## src/rtl/lec_pkg.sv

```systemverilog
`default_nettype none
// ----------------------------------------------------------------------------
// lec_pkg
// shared types and codes of the look elevator scheduler
// ----------------------------------------------------------------------------
package lec_pkg;

  localparam int FloorW = 5;
  localparam int LoadW  = 4;
  localparam int TimeW  = 32;

  localparam logic [1:0] ST_EMPTY = 2'd0;
  localparam logic [1:0] ST_WAIT  = 2'd1;
  localparam logic [1:0] ST_RIDE  = 2'd2;

  localparam logic [1:0] DIR_IDLE = 2'd0;
  localparam logic [1:0] DIR_UP   = 2'd1;
  localparam logic [1:0] DIR_DOWN = 2'd2;

  localparam logic OP_ADD  = 1'b0;
  localparam logic OP_TICK = 1'b1;

  localparam logic CFG_CAPACITY = 1'b0;
  localparam logic CFG_START    = 1'b1;

  typedef enum logic [2:0] {
    S_IDLE, S_ADD, S_ALIGHT, S_BOARD, S_SCAN, S_DONE
  } lec_state_t;

  typedef enum logic [2:0] {
    PH_NONE, PH_ADD, PH_ALIGHT, PH_BOARD, PH_SCAN
  } lec_phase_t;

  // broadcast from the controller to every cell
  typedef struct packed {
    lec_phase_t          phase;
    logic [FloorW-1:0]   floor;
    logic [FloorW-1:0]   new_origin;
    logic [FloorW-1:0]   new_target;
    logic                can_board;
  } lec_cmd_t;

  // points of interest, or-ed along the chain
  typedef struct packed {
    logic above;
    logic below;
    logic here;
  } lec_interest_t;

endpackage
`default_nettype wire

```

## src/rtl/lec_if.sv

```systemverilog
`default_nettype none
// ----------------------------------------------------------------------------
// lec channel interfaces
// valid/ready channels for input items, result items and configuration
// ----------------------------------------------------------------------------
interface lec_in_if;
  logic       valid;
  logic       ready;
  logic       operation;
  logic [4:0] origin_floor;
  logic [4:0] target_floor;
  modport source (output valid, operation, origin_floor, target_floor, input ready);
  modport sink   (input valid, operation, origin_floor, target_floor, output ready);
endinterface

interface lec_out_if;
  logic        valid;
  logic        ready;
  logic [4:0]  car_position;
  logic [1:0]  heading;
  logic [3:0]  riders;
  logic        stopped_here;
  logic [31:0] time_units;
  logic        request_dropped;
  modport source (output valid, car_position, heading, riders, stopped_here, time_units,
                  request_dropped, input ready);
  modport sink   (input valid, car_position, heading, riders, stopped_here, time_units,
                  request_dropped, output ready);
endinterface

interface lec_cfg_if;
  logic       valid;
  logic       ready;
  logic       index;
  logic [4:0] data;
  modport source (output valid, index, data, input ready);
  modport sink   (input valid, index, data, output ready);
endinterface
`default_nettype wire

```

## src/rtl/lec_cell.sv

```systemverilog
`default_nettype none
// ----------------------------------------------------------------------------
// lec_cell
// one passenger slot of the table, linked to its neighbours by chains
// ----------------------------------------------------------------------------
module lec_cell (
  input  wire logic                   clk,
  input  wire logic                   rst_n,
  input  wire lec_pkg::lec_cmd_t      cmd,
  input  wire logic                   empty_seen_in,
  output logic                        empty_seen_out,
  input  wire logic                   board_seen_in,
  output logic                        board_seen_out,
  input  wire lec_pkg::lec_interest_t interest_in,
  output lec_pkg::lec_interest_t      interest_out,
  output logic                        alight,
  output logic                        board_tgt_here,
  output logic                        riding
);
  import lec_pkg::*;

  logic [1:0]        status_r, status_nxt;
  logic [FloorW-1:0] origin_r, target_r;
  logic              is_empty, wait_here, add_me, board_me, poi;
  logic [FloorW-1:0] p;

  always_comb begin
    is_empty       = (status_r == ST_EMPTY);
    wait_here      = (status_r == ST_WAIT) && (origin_r == cmd.floor);
    riding         = (status_r == ST_RIDE);
    alight         = riding && (target_r == cmd.floor);
    add_me         = (cmd.phase == PH_ADD) && is_empty && !empty_seen_in;
    board_me       = (cmd.phase == PH_BOARD) && cmd.can_board && wait_here && !board_seen_in;
    board_tgt_here = board_me && (target_r == cmd.floor);
    empty_seen_out = empty_seen_in | is_empty;
    board_seen_out = board_seen_in | wait_here;
    poi            = riding || ((status_r == ST_WAIT) && cmd.can_board);
    p              = riding ? target_r : origin_r;
    interest_out.above = interest_in.above | (poi && (p > cmd.floor));
    interest_out.below = interest_in.below | (poi && (p < cmd.floor));
    interest_out.here  = interest_in.here  | (poi && (p == cmd.floor));
  end

  always_comb begin
    status_nxt = status_r;
    if (add_me) begin
      status_nxt = ST_WAIT;
    end else if ((cmd.phase == PH_ALIGHT) && alight) begin
      status_nxt = ST_EMPTY;
    end else if (board_me) begin
      status_nxt = (target_r == cmd.floor) ? ST_EMPTY : ST_RIDE;
    end
  end

  always_ff @(posedge clk) begin
    if (!rst_n) begin
      status_r <= ST_EMPTY;
    end else begin
      status_r <= status_nxt;
    end
  end

  always_ff @(posedge clk) begin
    if (add_me) begin
      origin_r <= cmd.new_origin;
      target_r <= cmd.new_target;
    end
  end

endmodule
`default_nettype wire

```

## src/rtl/look_elevator_scheduler.sv

```systemverilog
`default_nettype none
// ----------------------------------------------------------------------------
// look_elevator_scheduler
// single-car LOOK elevator over a chain of passenger cells
// ----------------------------------------------------------------------------
// sequence: an add item passes through the add and done states to its result, a tick
// item through alight, board, scan and done; one item is worked on at a time, and
// no new item is taken until the last one has left the done state
// reset: synchronous, active low; all cells empty, car on floor 1, idle,
// capacity 4, no clearing pass
module look_elevator_scheduler #(
  parameter int MAX_PASSENGERS = 64,
  parameter int TOP_FLOOR      = 31
) (
  input  wire logic clk,
  input  wire logic rst_n,
  lec_in_if.sink    in_ch,
  lec_out_if.source out_ch,
  lec_cfg_if.sink   cfg_ch
);
  import lec_pkg::*;

  localparam logic [FloorW-1:0] TopEff = (TOP_FLOOR > 31) ? 5'd31 : FloorW'(TOP_FLOOR);
  localparam int CntW = $clog2(MAX_PASSENGERS + 1);

  lec_state_t        state_r, state_nxt;
  lec_phase_t        phase;
  logic [LoadW-1:0]  cap_r, load_r;
  logic [FloorW-1:0] floor_r, org_r, tgt_r;
  logic [1:0]        dir_r;
  logic [TimeW-1:0]  time_r;
  logic              stop_r, drop_r;
  logic              out_valid_r;
  logic [FloorW-1:0] o_pos_r;
  logic [1:0]        o_head_r;
  logic [LoadW-1:0]  o_riders_r;
  logic              o_stop_r, o_drop_r;
  logic [TimeW-1:0]  o_time_r;

  lec_cmd_t                    cmd;
  logic [MAX_PASSENGERS:0]     empty_chain, board_chain;
  lec_interest_t               int_chain [MAX_PASSENGERS+1];
  logic [MAX_PASSENGERS-1:0]   alight_v, btgt_v, ride_v;
  logic [CntW-1:0]             n_alight;
  lec_interest_t               poi;
  logic [1:0]                  dir_new;
  logic                        in_fire, out_free;

  function automatic logic [FloorW-1:0] clamp_floor(input logic [FloorW-1:0] f);
    if (f == '0) return FloorW'(1);
    if (f > TopEff) return TopEff;
    return f;
  endfunction

  assign in_fire      = in_ch.valid && in_ch.ready;
  assign out_free     = !out_valid_r || out_ch.ready;
  assign in_ch.ready  = (state_r == S_IDLE);
  // registers only change between items
  assign cfg_ch.ready = (state_r == S_IDLE);

  // next state
  always_comb begin
    state_nxt = state_r;
    case (state_r)
      S_IDLE:   if (in_fire) state_nxt = (in_ch.operation == OP_ADD) ? S_ADD : S_ALIGHT;
      S_ADD:    state_nxt = S_DONE;
      S_ALIGHT: state_nxt = S_BOARD;
      S_BOARD:  state_nxt = S_SCAN;
      S_SCAN:   state_nxt = S_DONE;
      S_DONE:   if (out_free) state_nxt = S_IDLE;
      default:  state_nxt = S_IDLE;
    endcase
  end

  // phase broadcast to the cells
  always_comb begin
    case (state_r)
      S_ADD:    phase = PH_ADD;
      S_ALIGHT: phase = PH_ALIGHT;
      S_BOARD:  phase = PH_BOARD;
      S_SCAN:   phase = PH_SCAN;
      default:  phase = PH_NONE;
    endcase
  end

  always_comb begin
    cmd.phase      = phase;
    cmd.floor      = floor_r;
    cmd.new_origin = org_r;
    cmd.new_target = tgt_r;
    cmd.can_board  = (load_r < cap_r);
  end

  // chain of cells: free-slot chain runs upward, boarding chain downward
  assign empty_chain[0]              = 1'b0;
  assign board_chain[MAX_PASSENGERS] = 1'b0;
  assign int_chain[0]                = '0;

  for (genvar i = 0; i < MAX_PASSENGERS; i++) begin : g_cell
    lec_cell u_cell (
      .clk            (clk),
      .rst_n          (rst_n),
      .cmd            (cmd),
      .empty_seen_in  (empty_chain[i]),
      .empty_seen_out (empty_chain[i+1]),
      .board_seen_in  (board_chain[i+1]),
      .board_seen_out (board_chain[i]),
      .interest_in    (int_chain[i]),
      .interest_out   (int_chain[i+1]),
      .alight         (alight_v[i]),
      .board_tgt_here (btgt_v[i]),
      .riding         (ride_v[i])
    );
  end

  assign n_alight = CntW'($countones(alight_v));
  assign poi      = int_chain[MAX_PASSENGERS];

  // LOOK rule
  always_comb begin
    dir_new = dir_r;
    if (!poi.above && !poi.below) begin
      if (!poi.here) dir_new = DIR_IDLE;
      else if (dir_r == DIR_IDLE) dir_new = DIR_UP;
    end else if (dir_r == DIR_DOWN) begin
      dir_new = poi.below ? DIR_DOWN : DIR_UP;
    end else begin
      dir_new = poi.above ? DIR_UP : DIR_DOWN;
    end
  end

  always_ff @(posedge clk) begin
    if (!rst_n) begin
      state_r     <= S_IDLE;
      cap_r       <= LoadW'(4);
      floor_r     <= FloorW'(1);
      dir_r       <= DIR_IDLE;
      load_r      <= '0;
      time_r      <= '0;
      out_valid_r <= 1'b0;
    end else begin
      state_r <= state_nxt;
      if (cfg_ch.valid && cfg_ch.ready) begin
        case (cfg_ch.index)
          CFG_CAPACITY: cap_r   <= cfg_ch.data[LoadW-1:0];
          CFG_START:    floor_r <= clamp_floor(cfg_ch.data);
          default:      cap_r   <= cap_r;
        endcase
      end
      case (state_r)
        S_ALIGHT: begin
          // riders for this floor leave, load never below zero
          if (n_alight >= CntW'(load_r)) load_r <= '0;
          else load_r <= load_r - LoadW'(n_alight);
        end
        S_BOARD: begin
          if (cmd.can_board && board_chain[0] && !(|btgt_v)) load_r <= load_r + LoadW'(1);
        end
        S_SCAN: begin
          dir_r  <= dir_new;
          time_r <= time_r + TimeW'(1);
          if (poi.above || poi.below) begin
            if (dir_new == DIR_UP) begin
              if (floor_r < TopEff) floor_r <= floor_r + FloorW'(1);
            end else if (floor_r > FloorW'(1)) begin
              floor_r <= floor_r - FloorW'(1);
            end
          end
        end
        default: ;
      endcase
      out_valid_r <= ((state_r == S_DONE) && out_free) || (out_valid_r && !out_ch.ready);
    end
  end

  // item payload and flags
  always_ff @(posedge clk) begin
    if (in_fire) begin
      org_r  <= clamp_floor(in_ch.origin_floor);
      tgt_r  <= clamp_floor(in_ch.target_floor);
      stop_r <= 1'b0;
      drop_r <= 1'b0;
    end
    if (state_r == S_ADD) drop_r <= !empty_chain[MAX_PASSENGERS];
    if ((state_r == S_ALIGHT) && (|alight_v)) stop_r <= 1'b1;
    if ((state_r == S_BOARD) && cmd.can_board && board_chain[0]) stop_r <= 1'b1;
    if ((state_r == S_DONE) && out_free) begin
      o_pos_r    <= floor_r;
      o_head_r   <= dir_r;
      o_riders_r <= load_r;
      o_stop_r   <= stop_r;
      o_time_r   <= time_r;
      o_drop_r   <= drop_r;
    end
  end

  assign out_ch.valid           = out_valid_r;
  assign out_ch.car_position    = o_pos_r;
  assign out_ch.heading         = o_head_r;
  assign out_ch.riders          = o_riders_r;
  assign out_ch.stopped_here    = o_stop_r;
  assign out_ch.time_units      = o_time_r;
  assign out_ch.request_dropped = o_drop_r;

`ifndef SYNTH
  a_load_matches: assert property (@(posedge clk) disable iff (!rst_n)
    (state_r == S_IDLE) |-> (CntW'(load_r) == CntW'($countones(ride_v))))
    else $error("load count differs from riding cells");
  a_floor_range: assert property (@(posedge clk) disable iff (!rst_n)
    (floor_r >= FloorW'(1)) && (floor_r <= TopEff))
    else $error("car outside floor range");
  a_heading_code: assert property (@(posedge clk) disable iff (!rst_n)
    dir_r != 2'd3)
    else $error("bad heading code");
  a_result_source: assert property (@(posedge clk) disable iff (!rst_n)
    $rose(out_valid_r) |-> $past(state_r == S_DONE))
    else $error("result raised outside done state");
`endif

endmodule
`default_nettype wire
```

## src/flat_wrapper.sv

```systemverilog
// flat-port wrapper written by rule: the top's interface ports become plain ports
module look_elevator_scheduler_flat import lec_pkg::*;
#(
  parameter int MAX_PASSENGERS = 64,
  parameter int TOP_FLOOR      = 31
)
  (clk, rst_n, in_ch_valid, in_ch_operation, in_ch_origin_floor, in_ch_target_floor, in_ch_ready, out_ch_valid, out_ch_car_position, out_ch_heading, out_ch_riders, out_ch_stopped_here, out_ch_time_units, out_ch_request_dropped, out_ch_ready, cfg_ch_valid, cfg_ch_index, cfg_ch_data, cfg_ch_ready);
  lec_in_if in_ch_i ();
  lec_out_if out_ch_i ();
  lec_cfg_if cfg_ch_i ();
  input  wire logic clk;
  input  wire logic rst_n;
  input wire logic [$bits(in_ch_i.valid)-1:0] in_ch_valid;
  input wire logic [$bits(in_ch_i.operation)-1:0] in_ch_operation;
  input wire logic [$bits(in_ch_i.origin_floor)-1:0] in_ch_origin_floor;
  input wire logic [$bits(in_ch_i.target_floor)-1:0] in_ch_target_floor;
  output wire logic [$bits(in_ch_i.ready)-1:0] in_ch_ready;
  output wire logic [$bits(out_ch_i.valid)-1:0] out_ch_valid;
  output wire logic [$bits(out_ch_i.car_position)-1:0] out_ch_car_position;
  output wire logic [$bits(out_ch_i.heading)-1:0] out_ch_heading;
  output wire logic [$bits(out_ch_i.riders)-1:0] out_ch_riders;
  output wire logic [$bits(out_ch_i.stopped_here)-1:0] out_ch_stopped_here;
  output wire logic [$bits(out_ch_i.time_units)-1:0] out_ch_time_units;
  output wire logic [$bits(out_ch_i.request_dropped)-1:0] out_ch_request_dropped;
  input wire logic [$bits(out_ch_i.ready)-1:0] out_ch_ready;
  input wire logic [$bits(cfg_ch_i.valid)-1:0] cfg_ch_valid;
  input wire logic [$bits(cfg_ch_i.index)-1:0] cfg_ch_index;
  input wire logic [$bits(cfg_ch_i.data)-1:0] cfg_ch_data;
  output wire logic [$bits(cfg_ch_i.ready)-1:0] cfg_ch_ready;
  assign in_ch_i.valid = in_ch_valid;
  assign in_ch_i.operation = in_ch_operation;
  assign in_ch_i.origin_floor = in_ch_origin_floor;
  assign in_ch_i.target_floor = in_ch_target_floor;
  assign in_ch_ready = in_ch_i.ready;
  assign out_ch_valid = out_ch_i.valid;
  assign out_ch_car_position = out_ch_i.car_position;
  assign out_ch_heading = out_ch_i.heading;
  assign out_ch_riders = out_ch_i.riders;
  assign out_ch_stopped_here = out_ch_i.stopped_here;
  assign out_ch_time_units = out_ch_i.time_units;
  assign out_ch_request_dropped = out_ch_i.request_dropped;
  assign out_ch_i.ready = out_ch_ready;
  assign cfg_ch_i.valid = cfg_ch_valid;
  assign cfg_ch_i.index = cfg_ch_index;
  assign cfg_ch_i.data = cfg_ch_data;
  assign cfg_ch_ready = cfg_ch_i.ready;
  look_elevator_scheduler #(.MAX_PASSENGERS(MAX_PASSENGERS), .TOP_FLOOR(TOP_FLOOR)) u_core (.clk(clk), .rst_n(rst_n), .in_ch(in_ch_i), .out_ch(out_ch_i), .cfg_ch(cfg_ch_i));
endmodule
```

## config.mk

```make
export PLATFORM = sky130hd
export DESIGN_NAME = look_elevator_scheduler_flat
export DESIGN_NICKNAME = d
export VERILOG_FILES = /design/src/rtl/lec_pkg.sv /design/src/rtl/lec_if.sv /design/src/rtl/lec_cell.sv /design/src/rtl/look_elevator_scheduler.sv /design/src/flat_wrapper.sv
export SDC_FILE = /design/constraint.sdc
export NUM_CORES = 2
export LEC_CHECK = 0
export BUFFER_PORTS_ARGS = -buffer_cell sky130_fd_sc_hd__buf_2
export CAP_MARGIN = 0
export CORE_ASPECT_RATIO = 1.1
export CORE_MARGIN = 2
export CORE_UTILIZATION = 30
export DETAILED_ROUTE_END_ITERATION = 7
export GPL_TIMING_DRIVEN = 0
export HOLD_SLACK_MARGIN = 0.03
export PLACE_DENSITY = 0.48
export SLEW_MARGIN = 40
export SYNTH_ARGS = -nofsm -noshare
export SYNTH_HDL_FRONTEND = slang
export SYNTH_SLANG_ARGS = --single-unit
export TNS_END_PERCENT = 1
```

## constraint.sdc

```tcl
create_clock -name clk -period 11.74 [get_ports clk]
set_clock_uncertainty 0.15 [all_clocks]
set_input_delay 0.587 -clock clk [delete_from_list [all_inputs] [get_ports clk]]
set_output_delay 0.587 -clock clk [all_outputs]
set_load 0.02 [all_outputs]
```

==> flow_summary.toml <==
[sta]
fin_crit_ns = 11.54
setup_viol = 0
tns_ns = 0
worst_slew_margin_rel = 0.317
whs_ns = 0.0755
hold_viol = 0
grt_setup_unrepaired = "no"
post-route-period-util = 0.983
finalMaxSlewViolations = 0
worst_slew_pin_slew_ns = 1.02
fmax_mhz = 86.7

[flow_run]
drv_cap = 0

[layout]
utilization = 0.356
final_common_cell = "nand2_1"
area_growth_pct = 18.1
final_cell_mix = "nand2_1, edfxtp_1, ha_1"
fillers = 18701
fin_area_sq_um = 66000
final_nets = 6445
drive_gt1_frac = 0.132

[placed_design]
io_buffers = 68
placed_area_sq_um = 62100
gp_congestion = 1.04
dp_hpwl_um = 207000

[setup_path]
path_class = "flop to flop"
cpMaxStageDelayCell = "buf_4"
crit_path_max_incr_delay_ns = 0.60
crit_arrival_ns = 12.08
required_ns = 12.28
end_kind = "flop"
start_kind = "flop"
critPathMaxFanout = 10
cpMostUsedCell = "fa_1"

[drt]
ant_nets = 0
first_pass_iters = 6
wirelength_um = 273000
post_drt_wl_per_cell_um = 32.2
vias = 47753
routed_via_density = 5.63
drc = 0
drtIter0Drc = 6300

[die]
start_util = 0.301
floorplan.rows = 166
die_h_um = 457
ios = 70
dieWidth_um = 416
design.core.area_sq_um = 186000
die_area_sq_um = 190000

[logic_synthesis]
async_flop_share = 0
muxShareOfSynthArea = 0.0258
synthSimpleGateAreaFrac = 0.196
synth-compound-area-share = 0.0868
syn_area_sq_um = 55900
yosys_warnings = 0
synthFlopType = "edfxtp_1"
ys_seq_area_frac = 0.438
avgSynthCellArea_sq_um = 10.0
synth_xor_area_frac = 0.107
synth_top_family_by_area = "simple AND/OR/NAND/NOR gates"
syn_nets = 6059
synthCells = 5566
synth_adder_area_share = 0.114
synth_seq_cells = 876
synth_edf_count = 696
ys_types = 85

[hold_path]
hp-class = "primary input to flop"

[global_routing]
grt_antenna_before_repair = 16
grt_overflow = 0
grt_pass1_wl_um = 369000
grt_max_degree = 41
grt_pass1_vias = 44918
grt_usage = 0.280

[clock_network]
clockRootBuffer = "clkbuf_16"
worst_skew_pair.late_latency_ns = 0.78
clk_pin_slew_ns = 0.06
clock_sinks = 876
clk_path_buf_depth = 3
postCtsSetupBuffers = 0
cts_tree = "built"
htree_levels = 3
cts_buffers = 104

[pwr]
p_leak_uw = 0.0256
peakVddDrop_mv = 0.0947
powerDensity_nw_per_um2 = 124

[run_status]
outcome = "finished clean"
metrics by stage:
stage	power [uW]	cells	setup slack [ns]
after floorplan	4020	5566	1.20
after global placement	4650	8070	-5.64
after detailed placement	4760	8268	-1.34
after CTS	8180	8481	0.000479
after global routing	8360	8481	0.0266
final	8190	8485	0.204
cells in the mapped netlist (162+ instances only):
cell	count	area (sq um)
edfxtp_1	696	20900
nor2_1	257	965
ha_1	410	5130
xnor2_1	305	2670
o21ai_0	162	811
nor3_1	193	966
nand2_1	751	2820
nand3_1	234	1170
dfxtp_1	180	3600
inv_1	237	890
a21oi_1	243	1220
nor2b_1	163	1020
xor2_1	377	3300
sequential cells by signal, summed over array words and instances (netlist names), 3 cells and up:
register                       flops
u_core.g_cell.u_cell.origin_r    320
u_core.g_cell.u_cell.target_r    320
u_core.g_cell.u_cell.status_r    128
u_core.out_ch.time_units          32
u_core.time_r                     32
u_core.floor_r                     5
u_core.org_r                       5
u_core.out_ch.car_position         5
u_core.tgt_r                       5
u_core.cap_r                       4
u_core.load_r                      4
u_core.out_ch.riders               4
u_core.state_r                     3
final timing paths:
kind	endpoint	startpoint	slack, ns	depth (start not counted)
min reg2reg	u_core.out_ch.request_dropped$_DFFE_PP_	u_core.drop_r$_SDFFCE_PN0P_	0.27	0
max	u_core.load_r[0]$_SDFFE_PN0P_	u_core.floor_r[1]$_SDFF_PN0_	0.20	33
max reg2reg	u_core.load_r[0]$_SDFFE_PN0P_	u_core.floor_r[1]$_SDFF_PN0_	0.20	33
min	u_core.cap_r[2]$_SDFFE_PN1P_	cfg_ch_index	0.08	3
critical path, delay by kind of cell, from the launching register on:
family                   cells  cell delay (ns)
buffers and inverters       14             3.86
AND/OR/NAND/NOR              5             1.55
AO/OA/AOI/OAI                2             0.46
adder cells (fa/ha/maj)     11             4.81
XOR/XNOR                     1             0.13
flip-flops                   1             0.37
cell families after synthesis:
logic type | count (synthesis)
and+or+nand+nor | 2197
DFF | 876
AOI/OAI and AO/OA | 747
xor gates and xnor gates | 682
adders and majority gates | 471
buffers and inverters | 457
muxes | 136
final cells by class:
type                    count  area, sq um  share of cell area
plain buffers             213         1120              0.0170
repair buffers            287         2670              0.0405
clock inverters            53          611             0.00925
diodes                      5         12.5            0.000190
clock buffers             145         2980              0.0451
multi-input cells        4233        30100               0.457
well taps                2436         3050              0.0462
inverters                 237          920              0.0139
flip-flops and latches    876        24500               0.371
per-layer routing:
metal	track usage	vias to the layer above	share of wire
met5	0	-	0.00030
met4	0.178	12	0.075
met3	0.0543	663	0.093
met2	0.434	2605	0.44
met1	0.358	23765	0.40
li1	-	20708	-
report_power, final:
part | leakage (uW) | total, uW | internal [uW] | switching (uW)
Combinational | 0.0161 | 1320 | 360 | 956
Sequential | 0.00773 | 3430 | 3400 | 27.4
Clock | 0.00175 | 3440 | 1960 | 1480
timing repair:
action	4_1_cts	5_1_grt
setup endpoints to repair	4	3
hold buffers	20	0
gates resized for setup	21	9
endpoints found under the hold margin	17	0
Note: power is estimated with default switching activity, not from simulation.
